===== src/design/lpg_pkg.sv =====
// Shared constants and types for the line pixel generator.
`default_nettype none

package lpg_pkg;

  localparam int GRID_SIZE = 64;
  localparam int COORD_W   = $clog2(GRID_SIZE);
  localparam int STRIDE_W  = 7;
  localparam int ADDR_W    = 32;
  localparam int COLOR_W   = 32;
  localparam int CFG_IDX_W = 1;
  localparam int CFG_DATA_W = 32;

  localparam logic [CFG_IDX_W-1:0] REG_ROW_STRIDE = 1'b0;
  localparam logic [CFG_IDX_W-1:0] REG_FRAME_BASE = 1'b1;

  localparam logic [STRIDE_W-1:0] ROW_STRIDE_RESET = STRIDE_W'(64);
  localparam logic [ADDR_W-1:0]   FRAME_BASE_RESET = '0;

  typedef enum logic [2:0] {
    ST_IDLE  = 3'b001,
    ST_SETUP = 3'b010,
    ST_RUN   = 3'b100
  } lpg_state_t;

endpackage

`default_nettype wire


===== src/design/line_pixel_generator.sv =====
// Line rasterizer: one line command in, one pixel item per cycle out unless stalled.
//
// Input channel (in_valid / in_stall): one line command, two endpoints on
// the grid plus a color. in_stall is high while a line is being walked, so
// only one command is in flight at a time.
// Output channel (out_valid / out_stall): one item per pixel with x, y,
// word address frame_base + x + y*row_stride (mod 2^32), color, and
// last_pixel set on the final pixel. Both endpoints are drawn; a single
// point gives one pixel.
// Config channel (cfg_valid / cfg_ready): index 0 row_stride, index 1
// frame_base. cfg_ready is always high. Write only while idle.
// Timing: a setup state after accept, then one pixel per cycle into the
// output register while the output is not stalled. The next command is
// taken once the last pixel has been emitted and the sequencer is idle.
// The pace is set by the remainder step that moves the minor axis per pixel.
// Reset (rst, sync): sequencer goes idle, output empties, registers return
// to stride 64 and base 0. While out_stall is high and an item is held,
// the output register keeps that item and the walk pauses.
`default_nettype none

module line_pixel_generator (
  input  wire logic                          clk,
  input  wire logic                          rst,
  // config write port
  input  wire logic                          cfg_valid,
  output logic                               cfg_ready,
  input  wire logic [lpg_pkg::CFG_IDX_W-1:0] cfg_index,
  input  wire logic [lpg_pkg::CFG_DATA_W-1:0] cfg_data,
  // line command
  input  wire logic                          in_valid,
  output logic                               in_stall,
  input  wire logic [lpg_pkg::COORD_W-1:0]   start_x,
  input  wire logic [lpg_pkg::COORD_W-1:0]   start_y,
  input  wire logic [lpg_pkg::COORD_W-1:0]   end_x,
  input  wire logic [lpg_pkg::COORD_W-1:0]   end_y,
  input  wire logic [lpg_pkg::COLOR_W-1:0]   line_color,
  // pixel items
  output logic                               out_valid,
  input  wire logic                          out_stall,
  output logic [lpg_pkg::COORD_W-1:0]        pixel_x,
  output logic [lpg_pkg::COORD_W-1:0]        pixel_y,
  output logic [lpg_pkg::ADDR_W-1:0]         pixel_address,
  output logic [lpg_pkg::COLOR_W-1:0]        pixel_color,
  output logic                               last_pixel
);
  import lpg_pkg::*;

  localparam int PROD_W = COORD_W + STRIDE_W;

  // config registers
  logic [STRIDE_W-1:0] row_stride;
  logic [ADDR_W-1:0]   frame_base;

  // latched command
  logic [COORD_W-1:0] sx, sy, ex, ey;
  logic [COLOR_W-1:0] color;

  // walk state
  lpg_state_t          state;
  logic                x_major;
  logic [COORD_W-1:0]  major;      // current major-axis coordinate
  logic [COORD_W-1:0]  minor;      // current minor-axis coordinate
  logic [COORD_W-1:0]  n;          // major-axis length
  logic [COORD_W-1:0]  k;          // pixel index along the line
  logic [COORD_W-1:0]  rem;        // remainder of d*k/n, 0..n-1
  logic signed [COORD_W:0] d;      // signed minor-axis delta

  // setup logic
  logic [COORD_W-1:0] adx, ady;
  logic               setup_xmaj;
  logic               setup_swap;

  always_comb begin
    adx = (ex > sx) ? ex - sx : sx - ex;
    ady = (ey > sy) ? ey - sy : sy - ey;
    setup_xmaj = (sx != ex) && (ady <= adx);
    setup_swap = setup_xmaj ? (sx > ex) : (sy > ey);
  end

  // pixel and address for the current step
  logic [COORD_W-1:0] cur_x, cur_y;
  logic [PROD_W-1:0]  y_times_stride;
  logic [ADDR_W-1:0]  cur_addr;
  logic               emit;
  logic               is_last;

  always_comb begin
    cur_x = x_major ? major : minor;
    cur_y = x_major ? minor : major;
    y_times_stride = PROD_W'(cur_y) * PROD_W'(row_stride);
    cur_addr = frame_base + ADDR_W'(cur_x) + ADDR_W'(y_times_stride);
    emit = (state == ST_RUN) && (!out_valid || !out_stall);
    is_last = (k == n);
  end

  // shared remainder step: floor walk of d*k/n
  logic signed [COORD_W+1:0] rem_sum;
  logic signed [COORD_W+1:0] n_s;
  logic [COORD_W-1:0]        rem_next;
  logic [COORD_W-1:0]        minor_next;

  always_comb begin
    n_s = $signed({2'b00, n});
    rem_sum = $signed({2'b00, rem}) + $signed({d[COORD_W], d});
    rem_next = rem_sum[COORD_W-1:0];
    minor_next = minor;
    if (!d[COORD_W] && (rem_sum >= n_s)) begin
      rem_next = COORD_W'(rem_sum - n_s);
      minor_next = minor + COORD_W'(1);
    end else if (d[COORD_W] && (rem_sum < 0)) begin
      rem_next = COORD_W'(rem_sum + n_s);
      minor_next = minor - COORD_W'(1);
    end
  end

  assign cfg_ready = 1'b1;
  assign in_stall  = (state != ST_IDLE);

  always_ff @(posedge clk) begin
    if (rst) begin
      row_stride <= ROW_STRIDE_RESET;
      frame_base <= FRAME_BASE_RESET;
    end else if (cfg_valid && cfg_ready) begin
      unique case (cfg_index)
        REG_ROW_STRIDE: row_stride <= cfg_data[STRIDE_W-1:0];
        REG_FRAME_BASE: frame_base <= cfg_data[ADDR_W-1:0];
        default: ;
      endcase
    end
  end

  // sequencer
  always_ff @(posedge clk) begin
    if (rst) begin
      state <= ST_IDLE;
    end else begin
      unique case (state)
        ST_IDLE: begin
          if (in_valid) state <= ST_SETUP;
        end
        ST_SETUP: state <= ST_RUN;
        ST_RUN: begin
          if (emit && is_last) state <= ST_IDLE;
        end
        default: state <= ST_IDLE;
      endcase
    end
  end

  // datapath
  always_ff @(posedge clk) begin
    if (state == ST_IDLE && in_valid) begin
      sx    <= start_x;
      sy    <= start_y;
      ex    <= end_x;
      ey    <= end_y;
      color <= line_color;
    end
    if (state == ST_SETUP) begin
      x_major <= setup_xmaj;
      k       <= '0;
      rem     <= '0;
      if (setup_xmaj) begin
        n     <= adx;
        major <= setup_swap ? ex : sx;
        minor <= setup_swap ? ey : sy;
        d     <= setup_swap ? $signed({1'b0, sy}) - $signed({1'b0, ey})
                            : $signed({1'b0, ey}) - $signed({1'b0, sy});
      end else begin
        n     <= ady;
        major <= setup_swap ? ey : sy;
        minor <= setup_swap ? ex : sx;
        d     <= setup_swap ? $signed({1'b0, sx}) - $signed({1'b0, ex})
                            : $signed({1'b0, ex}) - $signed({1'b0, sx});
      end
    end else if (emit) begin
      k     <= k + COORD_W'(1);
      major <= major + COORD_W'(1);
      minor <= minor_next;
      rem   <= rem_next;
    end
  end

  // output register
  always_ff @(posedge clk) begin
    if (rst) begin
      out_valid <= 1'b0;
    end else if (emit) begin
      out_valid <= 1'b1;
    end else if (!out_stall) begin
      out_valid <= 1'b0;
    end
  end

  always_ff @(posedge clk) begin
    if (emit) begin
      pixel_x       <= cur_x;
      pixel_y       <= cur_y;
      pixel_address <= cur_addr;
      pixel_color   <= color;
      last_pixel    <= is_last;
    end
  end

`ifndef ASSERT_OFF
  a_accept_to_setup: assert property (@(posedge clk) disable iff (rst)
    (in_valid && !in_stall) |=> (state == ST_SETUP))
    else $error("accepted command did not start setup");

  a_index_in_range: assert property (@(posedge clk) disable iff (rst)
    (state == ST_RUN) |-> (k <= n))
    else $error("pixel index ran past line length");

  a_rem_bound: assert property (@(posedge clk) disable iff (rst)
    (state == ST_RUN) |-> ((rem < n) || (rem == '0)))
    else $error("remainder out of range");

  a_last_ends_walk: assert property (@(posedge clk) disable iff (rst)
    (emit && is_last) |=> (state == ST_IDLE) && out_valid && last_pixel)
    else $error("last pixel did not end the walk");
`endif

endmodule

`default_nettype wire


===== config.mk =====
export PLATFORM = sky130hd
export DESIGN_NAME = line_pixel_generator
export DESIGN_NICKNAME = d
export VERILOG_FILES = /design/src/design/lpg_pkg.sv /design/src/design/line_pixel_generator.sv
export SDC_FILE = /design/constraint.sdc
export NUM_CORES = 1
export LEC_CHECK = 0
export ABC_AREA = 1
export BUFFER_PORTS_ARGS = -buffer_cell sky130_fd_sc_hd__buf_2
export CORE_MARGIN = 5
export CORE_UTILIZATION = 55
export DETAILED_ROUTE_END_ITERATION = 7
export PLACE_DENSITY = 0.82
export SYNTH_ARGS = -nofsm -noshare
export SYNTH_HDL_FRONTEND = slang
export SYNTH_SLANG_ARGS = --single-unit

===== constraint.sdc =====
create_clock -name clk -period 7.7 [get_ports clk]
set_clock_uncertainty 0.2 [all_clocks]
set_input_delay 0.77 -clock clk [delete_from_list [all_inputs] [get_ports clk]]
set_output_delay 0.77 -clock clk [all_outputs]
set_load 0.05 [all_outputs]

==> metrics.md <==
| Metric | Value |
|---|---|
| Net Switching | roughly 1400 µW |
| Root Buffer | clkbuf_16 |
| Layout area overhead | 14.3% |
| Largest family of logic cells by synthesized area | simple AND/OR/NAND/NOR gates |
| Num CTS Buffers | 23 |
| Crit path DAT | 5.66 ns |
| Uppermost layer routed | met4 |
| Met1 wire length | around 12000 µm |
| Clk network pwr share | between 20 and 30% |
| Largest stage delay on the critical path | 0.64 ns |
| Post-synth top flop | edfxtp_1 |
| Vias in the first global route | roughly 9700 |
| # diodes | 0 |
| Drt first pass iters | 6 |
| Unrepaired setup endpoints after global routing | no |
| Vias per cell | 5.39 |
| Synth area leaders | edfxtp_1 (38%), ha_1 (8.9%), dfxtp_1 (8.7%) |
| Hold Crit Class | reg2reg |
| FF-to-FF Start | x_major$_DFFE_PP_ |
| Commonest cells in the netlist | nand2_1 (233), inv_1 (228), edfxtp_1 (159), nand3_1 (113), nor2_1 (99) |
| Sw Ratio | 35.7% |
| Top cell by count, worst path | inv_1 |
| Critical path class | reg2reg |
| Synth top area share | a little under two fifths |
| Post-synth EDFFs | around 160 |
| Post-cts sizing count | 0 |
| Row cnt | between 50 and 60 |
| XOR/XNOR Fraction of Synth Area | under 10% |
| Clk_lat worst skew | 0.51 ns |
| Hold-fix buffers, CTS | 0 |
| DRC viols | 0 |
| Net Count, Synth | 1599 |
| Hold Vio Cnt, Final | 0 |
| Status | finished, final reports clean |
| Hold endpoint | pixel_color[11]$_DFFE_PP_ |
| Adder-Cell Fraction of Synth Area | about 16% |
| Final WS setup | ~2.1 ns |
| Drt first-iter violations | 693 |
| Die Wd | 162 µm |
| Maximum level of the CTS H-tree | 1 |
| Slew Limit Fails | 0 |
| Hold Path Depth | 0 |
| Port Buffer Count | 172 |
| Core ar. | ~23000 µm² |
| Clk sinks | ~210 |
| Cell total after placement | 1799 |
| Hpwl dp | roughly 23000 µm |
| Die Area | roughly 26000 µm² |
| Global-route wire length before repair | around 47000 µm |
| Worst endpoint required time | slightly below 8 ns |
| Seq pwr share | between 30% and 40% |
| Netlist cell types | just over 40 |
| CP Launch Point | x_major$_DFFE_PP_ |
| Max IR drop VDD | 231 µV |
| Min cycle time layout | approximately 5.6 ns |
| Worst reg2reg setup slack | ~2.1 ns |
| Cell Area, Placed | ~14000 µm² |
| Setup TNS | 0 ns |
| Clock-pin slew on the worst setup and hold paths | around 0.060 ns |
| Initial Utilization | a little under three fifths |
| Comb pwr share | between 30% and 40% |
| Reg2reg end | pixel_address[26]$_DFFE_PP_ |
| Crit path max fanout | 24 |
| Met2 wire len | around 15000 µm |
| Final Cycle Share | between 70% and 80% |
| Post-route insts no fill | roughly 1800 |
| FMAX | about 180 MHz |
| Vias | 9918 |
| PwrDens | ~260 nW/µm² |
| CP cell instances | o21ai_0 > inv_1 > nand2_1 > fa_1 > fa_1 > inv_1 > fa_1 > inv_1 > fa_1 > inv_1 > ha_1 > a21oi_1 > nand2_1 > a21boi_2 > inv_1 > nand2_1 > nand2_2 > inv_1 > nor2_1 > nand2_1 > xnor2_1 |
| CP max-delay cell | edfxtp_1 |
| Post-CTS Setup Bufs | 0 |
| DR WL met3 | 1880 µm |
| Most frequent cell after synthesis | nand2_1 |
| Yosys synthesis warning count | 0 |
| Reg2reg path depth | 21 |
| Filler cell count | between 1500 and 2000 |
| Routability cong. | 0.921 |
| Die height | about 160 µm |
| WL/cell | approximately 16 µm |
| Ys async rst share | 0% |
| Hold_sp | color[11]$_DFFE_PP_ |
| Post-Synth Simple-Gate Area | a little under a fifth |
| Startpoint types | flop |
| Largest net degree at the start of global routing | 57 |
| CP Capture Type | flop |
| Mapped Avg Cell Area | a little over 9 µm² |
| Final instance area | about 15000 µm² |
| Final setup vio count | 0 |
| Least-Margin Pin Slew | about 1.1 ns |
| CTS tree | yes |
| Sequential share of the synthesized area | a little under half |
| Place WS | around 2.1 ns |
| Compound-Gate Fraction of Synth Area | under 10% |
| Total track usage | about 22% |
| Dominant cell type by area after synthesis | edfxtp_1 |
| Synthesized netlist cell count | approximately 1400 |
| Seq cells post-synth | roughly 210 |
| Max clock buf depth | 3 |
| Total I/O pin count | about 170 |
| Fin nets | about 1800 |
| Multi-input gate area | 5800 µm² |
| Initial antenna violation count | 0 |
| P_int | 2460 µW |
| Max-capacitance violation count | 0 |
| FF/Latch Area | between 5000 and 6000 µm² |
| Worst slew margin | around 29% |
| Share of cells above drive strength 1 | between 10% and 20% |
| Post-route antenna net violation count | 0 |
| Post-synthesis mux area share | 0% |
| Leakage power | approximately 0.0067 µW |
| Total gr overflow | 0 |
| Post-Synthesis Cell Area | 12700 µm² |
| Final wirelength | between 20000 and 30000 µm |
[layout by cell type, fill, tap and decap left out, drive strengths merged, types with 55 or more instances in the layout]
cell type,instances
a21oi,74
inv,235
buf,176
edfxtp,159
nand3,120
nor2,101
nand2,244
o21ai,93
ha,90
dfxtp,55
[flip-flops by register name (all words and copies together), names as in the netlist, 7 cells and up]
name           flops
color             32
frame_base        32
pixel_color       32
d                  7
pixel_address     32
row_stride         7
[cell families after synthesis]
logic type,Yosys count
xor+xnor,52
simple gates,515
flops,214
buf+inv,265
other cells,1
fa+ha+maj,134
compound gates,190
[layout make-up]
| type | instances | share of cell area, % |
|---|---|---|
| flip-flops and latches | 214 | 40.4 |
| multi-input cells | 892 | 39.9 |
| repair buffers | 176 | 6.13 |
| inverters | 232 | 6.00 |
| clock buffers | 29 | 4.39 |
| well taps | 285 | 2.45 |
| clock inverters | 11 | 0.783 |
[per-layer routing]
layer | global-route usage [%] | vias up
met2 | 39.4 | 372
met1 | 28.3 | 4627
met3 | 2.87 | 82
met4 | 6.84 | 0
met5 | 0 | -
li1 | - | 4837
[through the flow]
| step | power, µW | hold WS, ns | util [%] |
|---|---|---|---|
| final | 3820 | 0.217 | 64.0 |
| after CTS | 3830 | 0.212 | 64.0 |
| after global placement | 2700 | 0.201 | 60.7 |
| after floorplan | 2480 | 0.200 | - |
| after detailed placement | 2730 | 0.205 | 60.7 |
| after global routing | 4070 | 0.220 | 64.0 |
[worst max path at each step]
stage | end | slack [ns] | cells past startpoint
CTS | pixel_address[26]$_DFFE_PP_ | 2.12 | 21
floorplan | pixel_address[22]$_DFFE_PP_ | 2.75 | 22
global route | pixel_address[26]$_DFFE_PP_ | 1.78 | 19
global placement | pixel_address[22]$_DFFE_PP_ | 2.27 | 20
finish | pixel_address[26]$_DFFE_PP_ | 2.10 | 21
detailed placement | pixel_address[26]$_DFFE_PP_ | 2.12 | 21
[power groups by stage]
stage	logic (µW)	registers, µW	clock network, µW
5_1_grt	1500	1400	1160
3_5_place_dp	1310	1420	0
2_1_floorplan	1070	1410	0
4_1_cts	1320	1400	1110
3_3_place_gp	1290	1420	0
6_report	1340	1400	1090
[critical path: cells and delay by family, from the launching register on]
kind	cells	cell delay, ns
xor gates and xnor gates	1	0.07
adders and majority gates	5	2.37
DFF	1	0.64
and+or+nand+nor	6	0.58
buffers and inverters	6	0.47
AOI/OAI and AO/OA	3	1.02
Power figures use the tool's default switching activity.
